==> src/hdl/fsc_pkg.sv <==
package fsc_pkg;

    // fixed field widths at the ports
    localparam int FIELD_W     = 32;
    localparam int RAD_W       = 31;
    localparam int LINE_W      = 2;

    // stream packing
    localparam int S_TDATA_W   = 256;
    localparam int S_TUSER_W   = 3;
    localparam int M_TDATA_W   = 8;

    // geometry
    localparam int PLANE_COUNT = 6;
    localparam int COEF_COUNT  = 4;
    localparam int AXIS_STEPS  = 3;
    localparam int PLANE_IDX_W = 3;
    localparam int STEP_W      = 2;

    // action codes
    localparam logic ACT_LOAD  = 1'b0;
    localparam logic ACT_TEST  = 1'b1;

    // sequencer to multiply-accumulate unit
    typedef struct packed {
        logic              start;   // new sphere: set result to inside
        logic              issue;   // one product issued this cycle
        logic              first;   // first product of a plane
        logic              last;    // last product of a plane
        logic [STEP_W-1:0] sel;     // axis / coefficient select
    } t_mac_ctrl;

endpackage

==> src/hdl/fsc_plane_store.sv <==
module fsc_plane_store
    import fsc_pkg::*;
#(
    parameter int VALUE_WIDTH = 32
) (
    input  logic                                     i_clk,
    input  logic                                     i_rst_n,
    input  logic                                     i_load,
    input  logic [LINE_W-1:0]                        i_line,
    input  logic [3:0][VALUE_WIDTH-1:0]              i_elem,
    input  logic [PLANE_IDX_W-1:0]                   i_plane,
    output logic [COEF_COUNT-1:0][VALUE_WIDTH:0]     o_row
);

    localparam int CW = VALUE_WIDTH + 1;

    logic [COEF_COUNT-1:0][CW-1:0] r_coef [PLANE_COUNT];
    logic signed [CW-1:0]          w_e3;
    logic signed [CW-1:0]          w_ek   [AXIS_STEPS];

    always_comb begin
        w_e3 = CW'($signed(i_elem[3]));
        for (int k = 0; k < AXIS_STEPS; k++) begin
            w_ek[k] = CW'($signed(i_elem[k]));
        end
    end

    // plane 2k = e3 + ek, plane 2k+1 = e3 - ek
    always_ff @(posedge i_clk) begin
        if (!i_rst_n) begin
            for (int p = 0; p < PLANE_COUNT; p++) begin
                r_coef[p] <= '0;
            end
        end else if (i_load) begin
            for (int k = 0; k < AXIS_STEPS; k++) begin
                r_coef[2*k][i_line]   <= w_e3 + w_ek[k];
                r_coef[2*k+1][i_line] <= w_e3 - w_ek[k];
            end
        end
    end

    assign o_row = r_coef[i_plane];

endmodule

==> src/hdl/fsc_mac.sv <==
module fsc_mac
    import fsc_pkg::*;
#(
    parameter int VALUE_WIDTH = 32,
    parameter int FRAC_BITS   = 16
) (
    input  logic                                 i_clk,
    input  logic                                 i_rst_n,
    input  t_mac_ctrl                            i_ctrl,
    input  logic [COEF_COUNT-1:0][VALUE_WIDTH:0] i_row,
    input  logic [AXIS_STEPS-1:0][VALUE_WIDTH-1:0] i_centre,
    input  logic [VALUE_WIDTH-2:0]               i_radius,
    output logic                                 o_inside
);

    localparam int CW  = VALUE_WIDTH + 1;
    localparam int PW  = CW + VALUE_WIDTH;
    localparam int BW  = CW + 1;
    localparam int AW  = BW + FRAC_BITS;
    localparam int SW  = ((PW > AW) ? PW : AW) + 2;

    logic signed [CW-1:0] w_coef;
    logic signed [VALUE_WIDTH-1:0] w_cen;
    logic signed [PW-1:0] n_prod;
    logic signed [BW-1:0] n_bias;

    logic signed [PW-1:0] r_prod;
    logic signed [BW-1:0] r_bias;
    t_mac_ctrl            r_tag;
    logic signed [SW-1:0] r_acc;
    logic                 r_inside;

    logic signed [SW-1:0] w_base;
    logic signed [SW-1:0] w_sum;
    logic                 w_cull;

    // issue stage: one product per cycle, bias D + r alongside
    always_comb begin
        w_coef = $signed(i_row[i_ctrl.sel]);
        w_cen  = $signed(i_centre[i_ctrl.sel]);
        n_prod = PW'(w_coef) * PW'(w_cen);
        n_bias = BW'($signed(i_row[COEF_COUNT-1])) + $signed({3'b000, i_radius});
    end

    always_ff @(posedge i_clk) begin
        if (!i_rst_n) begin
            r_tag <= '0;
        end else begin
            r_tag <= i_ctrl;
        end
    end

    always_ff @(posedge i_clk) begin
        if (i_ctrl.issue) begin
            r_prod <= n_prod;
            r_bias <= n_bias;
        end
    end

    // accumulate stage; bias carries 2*FRAC_BITS alignment after the shift
    always_comb begin
        w_base = r_tag.first ? (SW'(r_bias) <<< FRAC_BITS) : r_acc;
        w_sum  = w_base + SW'(r_prod);
        w_cull = w_sum[SW-1] || (w_sum == '0);
    end

    always_ff @(posedge i_clk) begin
        if (r_tag.issue) begin
            r_acc <= w_sum;
        end
    end

    always_ff @(posedge i_clk) begin
        if (!i_rst_n) begin
            r_inside <= 1'b1;
        end else if (i_ctrl.start) begin
            r_inside <= 1'b1;
        end else if (r_tag.issue && r_tag.last && w_cull) begin
            r_inside <= 1'b0;
        end
    end

    assign o_inside = r_inside;

endmodule

==> src/hdl/frustum_sphere_cull.sv <==
// Frustum culling of bounding spheres against six clip planes.
//
// Input stream (s_*): one word is either a matrix line load or a sphere test,
// chosen by s_tuser[0]. A load of line i stores coefficient i of all six
// planes (e3 +/- e0, e1, e2) and gives no result. A test returns one output
// word whose bit 0 is 1 when the sphere is not fully behind any plane.
//
// Sequencing: a load is written into the plane store as it is accepted
// and the block stays ready. A test runs one shared multiplier over 6
// planes x 3 axes, one product a cycle, then a drain step and a final
// step that posts the result; the next word is taken only once the
// sequencer is back in idle, so tests are not overlapped.
//
// Output stall: the result sits in an output register; the next word is
// accepted meanwhile, and a following test waits in its final step until
// that register is free.
//
// Reset (i_rst_n low, synchronous): all plane coefficients clear to zero,
// sequencer idle, no output pending.
module frustum_sphere_cull
    import fsc_pkg::*;
#(
    parameter int FRAC_BITS   = 16,
    parameter int VALUE_WIDTH = 32
) (
    input  logic                 i_clk,
    input  logic                 i_rst_n,
    input  logic                 s_tvalid,
    output logic                 s_tready,
    // elem_0, elem_1, elem_2, elem_3, centre_x, centre_y, centre_z,
    // sphere_radius (31 bits), one zero pad bit
    input  logic [S_TDATA_W-1:0] s_tdata,
    // action, line_index
    input  logic [S_TUSER_W-1:0] s_tuser,
    output logic                 m_tvalid,
    input  logic                 m_tready,
    // in_frustum, seven zero pad bits
    output logic [M_TDATA_W-1:0] m_tdata
);

    localparam logic [1:0] ST_IDLE  = 2'd0;
    localparam logic [1:0] ST_RUN   = 2'd1;
    localparam logic [1:0] ST_DRAIN = 2'd2;
    localparam logic [1:0] ST_FIN   = 2'd3;

    logic [1:0]             r_state, n_state;
    logic [PLANE_IDX_W-1:0] r_plane, n_plane;
    logic [STEP_W-1:0]      r_step,  n_step;

    logic [AXIS_STEPS-1:0][VALUE_WIDTH-1:0] r_centre;
    logic [VALUE_WIDTH-2:0]                 r_radius;
    logic                                   r_m_tvalid;
    logic                                   r_m_result;

    logic                                   w_accept;
    logic                                   w_action;
    logic [LINE_W-1:0]                      w_line;
    logic [3:0][VALUE_WIDTH-1:0]            w_elem;
    logic [COEF_COUNT-1:0][VALUE_WIDTH:0]   w_row;
    logic                                   w_inside;
    logic                                   w_post;
    t_mac_ctrl                              w_ctrl;

    assign s_tready = (r_state == ST_IDLE);
    assign w_accept = s_tvalid && s_tready;
    assign w_action = s_tuser[0];
    assign w_line   = s_tuser[2:1];

    always_comb begin
        for (int k = 0; k < 4; k++) begin
            w_elem[k] = s_tdata[k*FIELD_W +: VALUE_WIDTH];
        end
    end

    // capture sphere at acceptance
    always_ff @(posedge i_clk) begin
        if (w_accept && (w_action == ACT_TEST)) begin
            for (int k = 0; k < AXIS_STEPS; k++) begin
                r_centre[k] <= s_tdata[(4+k)*FIELD_W +: VALUE_WIDTH];
            end
            r_radius <= s_tdata[7*FIELD_W +: (VALUE_WIDTH-1)];
        end
    end

    // sequencer: plane outer, axis inner
    always_comb begin
        n_state = r_state;
        n_plane = r_plane;
        n_step  = r_step;
        w_ctrl  = '0;
        w_post  = 1'b0;
        w_ctrl.sel = r_step;
        case (r_state)
            ST_IDLE: begin
                if (w_accept && (w_action == ACT_TEST)) begin
                    w_ctrl.start = 1'b1;
                    n_state = ST_RUN;
                    n_plane = '0;
                    n_step  = '0;
                end
            end
            ST_RUN: begin
                w_ctrl.issue = 1'b1;
                w_ctrl.first = (r_step == '0);
                w_ctrl.last  = (r_step == STEP_W'(AXIS_STEPS-1));
                if (w_ctrl.last) begin
                    n_step = '0;
                    if (r_plane == PLANE_IDX_W'(PLANE_COUNT-1)) begin
                        n_state = ST_DRAIN;
                    end else begin
                        n_plane = r_plane + 1'b1;
                    end
                end else begin
                    n_step = r_step + 1'b1;
                end
            end
            ST_DRAIN: begin
                n_state = ST_FIN;
            end
            ST_FIN: begin
                if (!r_m_tvalid || m_tready) begin
                    w_post  = 1'b1;
                    n_state = ST_IDLE;
                end
            end
            default: begin
                n_state = ST_IDLE;
            end
        endcase
    end

    always_ff @(posedge i_clk) begin
        if (!i_rst_n) begin
            r_state <= ST_IDLE;
            r_plane <= '0;
            r_step  <= '0;
        end else begin
            r_state <= n_state;
            r_plane <= n_plane;
            r_step  <= n_step;
        end
    end

    // output register
    always_ff @(posedge i_clk) begin
        if (!i_rst_n) begin
            r_m_tvalid <= 1'b0;
        end else if (w_post) begin
            r_m_tvalid <= 1'b1;
        end else if (m_tready) begin
            r_m_tvalid <= 1'b0;
        end
    end

    always_ff @(posedge i_clk) begin
        if (w_post) begin
            r_m_result <= w_inside;
        end
    end

    assign m_tvalid = r_m_tvalid;
    assign m_tdata  = {{(M_TDATA_W-1){1'b0}}, r_m_result};

    fsc_plane_store #(
        .VALUE_WIDTH (VALUE_WIDTH)
    ) u_store (
        .i_clk   (i_clk),
        .i_rst_n (i_rst_n),
        .i_load  (w_accept && (w_action == ACT_LOAD)),
        .i_line  (w_line),
        .i_elem  (w_elem),
        .i_plane (r_plane),
        .o_row   (w_row)
    );

    fsc_mac #(
        .VALUE_WIDTH (VALUE_WIDTH),
        .FRAC_BITS   (FRAC_BITS)
    ) u_mac (
        .i_clk    (i_clk),
        .i_rst_n  (i_rst_n),
        .i_ctrl   (w_ctrl),
        .i_row    (w_row),
        .i_centre (r_centre),
        .i_radius (r_radius),
        .o_inside (w_inside)
    );

`ifndef SYNTHESIS
    a_test_starts: assert property (@(posedge i_clk) disable iff (!i_rst_n)
        (w_accept && (w_action == ACT_TEST)) |=> (r_state == ST_RUN))
        else $error("test word did not start the sequencer");

    a_load_no_result: assert property (@(posedge i_clk) disable iff (!i_rst_n)
        (w_accept && (w_action == ACT_LOAD)) |=> (r_state == ST_IDLE))
        else $error("load word left the idle state");

    a_counter_bounds: assert property (@(posedge i_clk) disable iff (!i_rst_n)
        (r_state == ST_RUN) |->
        ((r_plane < PLANE_IDX_W'(PLANE_COUNT)) && (r_step < STEP_W'(AXIS_STEPS))))
        else $error("sequencer counter out of range");

    a_post_from_fin: assert property (@(posedge i_clk) disable iff (!i_rst_n)
        $rose(m_tvalid) |-> $past(r_state == ST_FIN))
        else $error("result posted outside final step");
`endif

endmodule
==> config.mk <==
export PLATFORM = sky130hd
export DESIGN_NAME = frustum_sphere_cull
export DESIGN_NICKNAME = d
export VERILOG_FILES = /design/src/hdl/fsc_pkg.sv /design/src/hdl/fsc_plane_store.sv /design/src/hdl/fsc_mac.sv /design/src/hdl/frustum_sphere_cull.sv
export SDC_FILE = /design/constraint.sdc
export NUM_CORES = 2
export LEC_CHECK = 0
export ABC_AREA = 1
export BUFFER_PORTS_ARGS = -buffer_cell sky130_fd_sc_hd__buf_4
export CELL_PAD_IN_SITES_DETAIL_PLACEMENT = 1
export CELL_PAD_IN_SITES_GLOBAL_PLACEMENT = 1
export CORE_MARGIN = 2
export CORE_UTILIZATION = 40
export CTS_CLUSTER_SIZE = 28
export DETAILED_ROUTE_END_ITERATION = 8
export GPL_TIMING_DRIVEN = 1
export MAX_ROUTING_LAYER = met4
export PLACE_DENSITY_LB_ADDON = 0.08
export SYNTH_ARGS = -nofsm -noshare
export SYNTH_HDL_FRONTEND = slang
export SYNTH_SLANG_ARGS = --single-unit
==> constraint.sdc <==
create_clock -name i_clk -period 15.4 [get_ports i_clk]
set_input_delay 1.54 -clock i_clk [delete_from_list [all_inputs] [get_ports i_clk]]
set_output_delay 1.54 -clock i_clk [all_outputs]
set_load 0.01 [all_outputs]
# [Yosys cells after proc, flatten, opt, wreduce, memory -nomap -nowiden]
# Memories as Yosys holds them, arrays and structs flattened. A register that Yosys moved wholly into a read port is not among the register bits.
# Index checks and enable logic that the tools add are counted.
# W data, S select, Z words.
[totals] regBits=306 ramBits=792 wordCells=1678 mem_count=1
[op_classes] addsub=10 n_mul=1 n_lt_le_gt_ge=3 n_eq_ne=10 muxes=824 bitwise_logic=794 reduce_logical=19
[memory_table] memory="u_store.r_coef" words=6 word_bits=132 read_ports=1 rd_ports_with_merged_regs=1 write_ports=6 line="fsc_plane_store.sv:17" text="logic [COEF_COUNT-1:0][CW-1:0] r_coef [PLANE_COUNT];"
[op_table] cell="$mux W1" count=801
[op_table] cell="$or A1 B1 Y1" count=792
[op_table] cell="$mux W132" count=1
[op_table] cell="$add A32 B32 Y33" count=3
[op_table] cell="$sub A32 B32 Y33" count=3
[op_table] cell="$add A67 B65 Y67" count=1
[op_table] cell="$logic_not A67 Y1" count=1
[op_table] cell="$mux W67" count=1
[op_table] cell="$bmux W33 S2" count=1
[op_table] cell="$demux W33 S2" count=1
[op_table] cell="$mux W33" count=2
[op_table] cell="$mul A33 B32 Y65" count=1
[op_table] cell="$bmux W32 S2" count=1
[op_table] cell="$add A33 B32 Y34" count=1
[op_table] cell="$mux W32" count=1
[op_table] cell="$mux W3" count=6
[op_table] cell="$mux W2" count=6
[op_table] cell="$ne A2 B2 Y1 const B" count=4
[op_table] cell="$pmux W2 S4" count=1
[op_table] cell="$reduce_and A4 Y1" count=2
[op_table] cell="$eq A2 B2 Y1 const B" count=3
[op_table] cell="$logic_and A1 B1 Y1" count=6
[op_table] cell="$lt A2 B3 Y1 const B" count=2
[op_table] cell="$pmux W3 S2" count=1
[op_table] cell="other kinds (14)" count=19

# [Logic depth before layout (Yosys ltp)]
[depth] ltp_word=7 mapped_depth=42

# [Modules after synthesis]
# A second synthesis with hierarchy kept.
[hier_totals] cells_unflattened=13308 area_unflattened_um2=107096.5
[by_module_without_submodules] mod="fsc_mac" instances=1 cells_each=7088 area_per_inst_um2=54145.7
[by_module_without_submodules] mod="fsc_plane_store" instances=1 cells_each=6000 area_per_inst_um2=48496.5
[by_module_without_submodules] mod="frustum_sphere_cull" instances=1 cells_each=220 area_per_inst_um2=4454.3

# [Worst setup path after synthesis]
# No wires, ideal clock.
[synth_path] path_kind="reg-to-reg" startpoint="reg (tool-made name)" endpoint="reg u_mac.r_prod[64] (data pin)" arrival_ps=8112 required_ps=15135 path_slack_ps=7023 stages_incl_launch_ff=33 period_less_slack_ps=8377 cell_sequence="dfxtp_1 > buf_4 > buf_6 > buf_2 > nor2_1 > o221ai_1 > nand2_1 > inv_1 > nand2_1 > nand4_1 > inv_2 > buf_2 > nor2_1 > fa_1 > fa_1 > fa_1 > fa_1 > inv_1 > fa_1 > inv_1 > fa_1 > inv_1 > fa_1 > inv_1 > fa_1 > ha_1 > nand2_1 > nor2_1 > inv_1 > nor4b_1 > nand4_1 > o21ai_0 > xor2_1"
[synth_lines] item="to (signal assigned)" line="fsc_mac.sv:55" text="r_prod <= n_prod;"
[synth_lines] item="to (decl)" line="fsc_mac.sv:27" text="logic signed [PW-1:0] r_prod;"

==> run summary <==
At the worst endpoint, the required time is 15.90 ns. TritonCTS built the clock tree. CTS saw 1093 sinks. The worst path uses 80.34% of the clock period. After Yosys synthesis, and, or, nand and nor cells account for 17.26% of the synthesized area.

After synthesis, the largest area contributor takes up 32.53% of total cell area. In the routed design, unresolved DRC markers number 0. Setup violations remaining at the end of the flow were counted as 0. After floorplanning, the core was sized to cover 0.2480 mm².

Hold repair after CTS inserted 0 buffers. After synthesis, the largest family of logic cells by area is adder cells. For this run, the detailed router's first-pass iteration total came to 6.

The global-route usage over all layers came out at 32.69%. The maximum level of the CTS H-tree was 4. Among all stages on the critical path, the largest delay is contributed by sky130_fd_sc_hd__fa_1. The average wire per standard cell was 27.22 µm; the post-route clock skew was 0.05819 ns.

The normalized max-slew margin came out at 15.85%. After synthesis, the cell types taking the most area are sky130_fd_sc_hd__edfxtp_1 (33%), sky130_fd_sc_hd__fa_1 (23%), sky130_fd_sc_hd__nor2_1 (7.6%), sky130_fd_sc_hd__nand2_1 (7.4%), sky130_fd_sc_hd__inv_1 (7.1%). Entering global routing, the biggest net connects 141 pins. The worst register-to-register path has a depth of 31. The worst path needs 12.37 ns of the cycle, external delays included. Static timing analysis puts the maximum clock frequency at 0.08082 GHz.

Dividing the synthesized area by the synthesized cell count gives 8.834 µm². The run finished with clean final reports. The maximum cell stage delay along the critical path was 0.97 ns; the fraction of layout cells with a size suffix above 1 was 6.828%. The tools report the end point of the critical path as u_mac.r_prod[64].

For this run, the leading register cell type out of synthesis is sky130_fd_sc_hd__edfxtp_1. Yosys instantiated no cell more often than sky130_fd_sc_hd__nor2_1. The tools report the share of the yosys chip area belonging to registers as 32.83%. The tools report the sort of element at the start of the critical path as a flop. The logs give 84740 for the via count of the first global-routing pass and 5744 for the number of violations reported at the end of detailed-routing iteration 0. The floorplan step set the die height to 502.8 µm.

Compared with the post-synthesis result, the final layout area differs by 9.597%. In this run the worst path has a maximum fanout of 133. The area share of xor/xnor cells in the synthesized design came out at 2.594%. The synthesized design contains 1093 register bits. The die covers 0.2528 mm². For the number of antenna violations at the first check in global routing, the log shows 17.

Counting instances in the post-synthesis netlist gives the leading cell types as sky130_fd_sc_hd__nor2_1 (2024), sky130_fd_sc_hd__nand2_1 (1975), sky130_fd_sc_hd__inv_1 (1875), sky130_fd_sc_hd__fa_1 (1120), sky130_fd_sc_hd__edfxtp_1 (1078). For the distinct cell type count of the synthesized netlist, the log shows 72. Measured along the x axis, the die boundary spans 502.8 µm. For the top-level I/O count, the log shows 273. The final hold violation count was 0.

The final count of pins violating max slew was 0. The via density per instance is 5.376. Clock tree synthesis inserted a total of 131 buffers. STA classifies the critical path endpoint as a flop. The tools report the area of the mapped netlist as 0.09952 mm². For the pin with the worst max-slew slack, the measured transition is 1.258 ns. The cell chosen for the clock root was sky130_fd_sc_hd__clkbuf_16.

Port buffering added 264 buffers. The tools report the buffer count from post-CTS setup fixing as 0. The setup slack of the most critical reg-to-reg path was 3.03 ns; the setup total negative slack was 0 ns.

The residual overflow from global routing is 0. The first-pass GRT wire length came out at 581200 µm. The critical path start-end classification is flop to flop.

The longest clock path from root to sink contains 3 buffers. In this run the remaining antenna-violating nets after routing total 0. For the total detailed-routing wirelength, the log shows 402000 µm.

The compound-cell area share of the yosys netlist is 8.815%. The cell count after synthesis came out at 11270. Estimated wirelength of the detail-placed design: 314600 µm.

The logs give 0 for the number of max-cap violations and 183 for the row count. The total number of yosys warnings was 0. The worst hold-check path type was flop to flop. The congestion estimate from routability-driven global placement came to 0.9455. The number of vias after detailed routing came out at 79380.

After Yosys synthesis, full adders, half adders and majority gates account for 28.58% of the synthesized area. The tools report the worst flop-to-flop path endpoint as u_mac.r_prod[64]. For this configuration, the core starts out at a cell density of 40.13%.

For the worst-skew pair, the clock arrives at the later sink with an insertion delay of 0.81 ns. The clock transition at the registers of the reported paths came out at 0.07 ns. Setup repair after global routing left no endpoint under its margin. The library cell occupying the most area in the post-synthesis netlist is sky130_fd_sc_hd__edfxtp_1.

The share of flip-flops with an asynchronous set or reset after synthesis is 0%, and the share of synthesized area spent on multiplexers is 0.3734%. For the worst setup path, the data arrival time is 12.87 ns. The final layout contains 13190 nets. The number of enable flip-flop cells after synthesis was 1078.

Once the clock tree was built, the resizer swapped 0 gates to a different size.
## cells in the final DEF, fill, tap and decap left out, types with 12 or more instances in the layout
master,count
sky130_fd_sc_hd__a221oi_4,20
sky130_fd_sc_hd__nand4_1,62
sky130_fd_sc_hd__and2_1,28
sky130_fd_sc_hd__clkinv_1,33
sky130_fd_sc_hd__inv_2,38
sky130_fd_sc_hd__nor4_1,22
sky130_fd_sc_hd__a31oi_1,45
sky130_fd_sc_hd__xnor2_1,66
sky130_fd_sc_hd__o21a_1,14
sky130_fd_sc_hd__buf_4,411
sky130_fd_sc_hd__nand3_1,162
sky130_fd_sc_hd__a22oi_1,23
sky130_fd_sc_hd__clkbuf_16,131
sky130_fd_sc_hd__o221ai_1,16
sky130_fd_sc_hd__edfxtp_1,1078
sky130_fd_sc_hd__a22o_1,20
sky130_fd_sc_hd__nand2_1,1971
sky130_fd_sc_hd__xor2_1,224
sky130_fd_sc_hd__clkinv_2,22
sky130_fd_sc_hd__fa_1,1120
sky130_fd_sc_hd__nor3_1,53
sky130_fd_sc_hd__o22ai_1,112
sky130_fd_sc_hd__inv_1,1872
sky130_fd_sc_hd__o21ai_2,15
sky130_fd_sc_hd__o21ai_0,487
sky130_fd_sc_hd__a32o_1,50
sky130_fd_sc_hd__mux2_2,33
sky130_fd_sc_hd__o21bai_1,14
sky130_fd_sc_hd__a221oi_1,14
sky130_fd_sc_hd__a21oi_1,479
sky130_fd_sc_hd__nand3b_1,13
sky130_fd_sc_hd__nor2_1,2022
sky130_fd_sc_hd__ha_1,480
sky130_fd_sc_hd__clkbuf_1,27
sky130_fd_sc_hd__diode_2,12
sky130_fd_sc_hd__o21ai_1,45
## per-layer routing
metal,share of wire (%),global-route usage [%],up-vias
li1,-,-,35660
met1,40,38.89,41190
met2,50,55.69,1957
met3,4.5,3.605,577
met4,5.5,14.85,0
met5,0,-,-
## cells by family (layout without fill, tap and decap cells)
family / after synthesis / after routing
AOI/OAI and AO/OA: 1452 / 1452
DFF: 1093 / 1093
buffers and inverters: 2418 / 2571
other: 1 / 19
adders and majority gates: 1601 / 1601
xor gates and xnor gates: 293 / 293
and+or+nand+nor: 4374 / 4374
muxes: 33 / 33
## sequential cells by signal, summed over array words and instances (netlist names), named ones only
register,cells
r_centre,96
u_mac.r_bias,34
r_state,2
r_m_result,1
u_mac.r_prod,65
r_radius,31
r_step,2
r_plane,3
u_store.r_coef,784
u_mac.r_acc,67
u_mac.r_tag,3
m_tvalid,1
u_mac.o_inside,1
## per-stage QoR
| step | instances | setup WS [ns] | hold WS, ns | util, % | instance area, µm² |
|---|---|---|---|---|---|
| 2_1_floorplan | 11270 | 7.023 | 0.4086 | - | 99540 |
| 3_3_place_gp | 14520 | 3.523 | 0.4215 | 42.29 | 104900 |
| 3_5_place_dp | 14520 | 3.188 | 0.4256 | 42.29 | 104900 |
| 4_1_cts | 14750 | 3.132 | 0.4200 | 43.97 | 109000 |
| 5_1_grt | 14760 | 2.558 | 0.4365 | 43.98 | 109100 |
| 6_report | 14770 | 3.027 | 0.4348 | 43.98 | 109100 |
## worst min-delay path by stage
stage	startpoint	endpoint	slack (ns)	depth (start not counted)
after floorplan	u_mac.o_inside	r_m_result	0.41	0
after global placement	u_mac.o_inside	r_m_result	0.42	0
after detailed placement	u_mac.o_inside	r_m_result	0.43	0
after CTS	u_mac.o_inside	r_m_result	0.42	0
after global routing	u_mac.o_inside	r_m_result	0.44	0
final	u_mac.o_inside	r_m_result	0.43	0
## layout make-up
class                   instances  area, µm²
inverters                    1925       7251
multi-input cells            7760      57650
diodes                         12      30.03
clock inverters                76      793.3
clock buffers                 158       3379
well taps                    3330       4167
flip-flops and latches       1093      32690
repair buffers                412       3105
fillers                     28740     138900
## worst max-delay path: cells and delay by family, from the launching register on
family | cells | cell delay, ns
buf+inv | 10 | 2.81
compound gates | 3 | 1.01
flops | 1 | 0.54
fa+ha+maj | 9 | 4.95
xor+xnor | 1 | 0.15
simple gates | 8 | 2.48
Power is left out: the tool's default activity adds up to more than one toggle a clock period on the data nets, which glitch-free logic cannot reach.
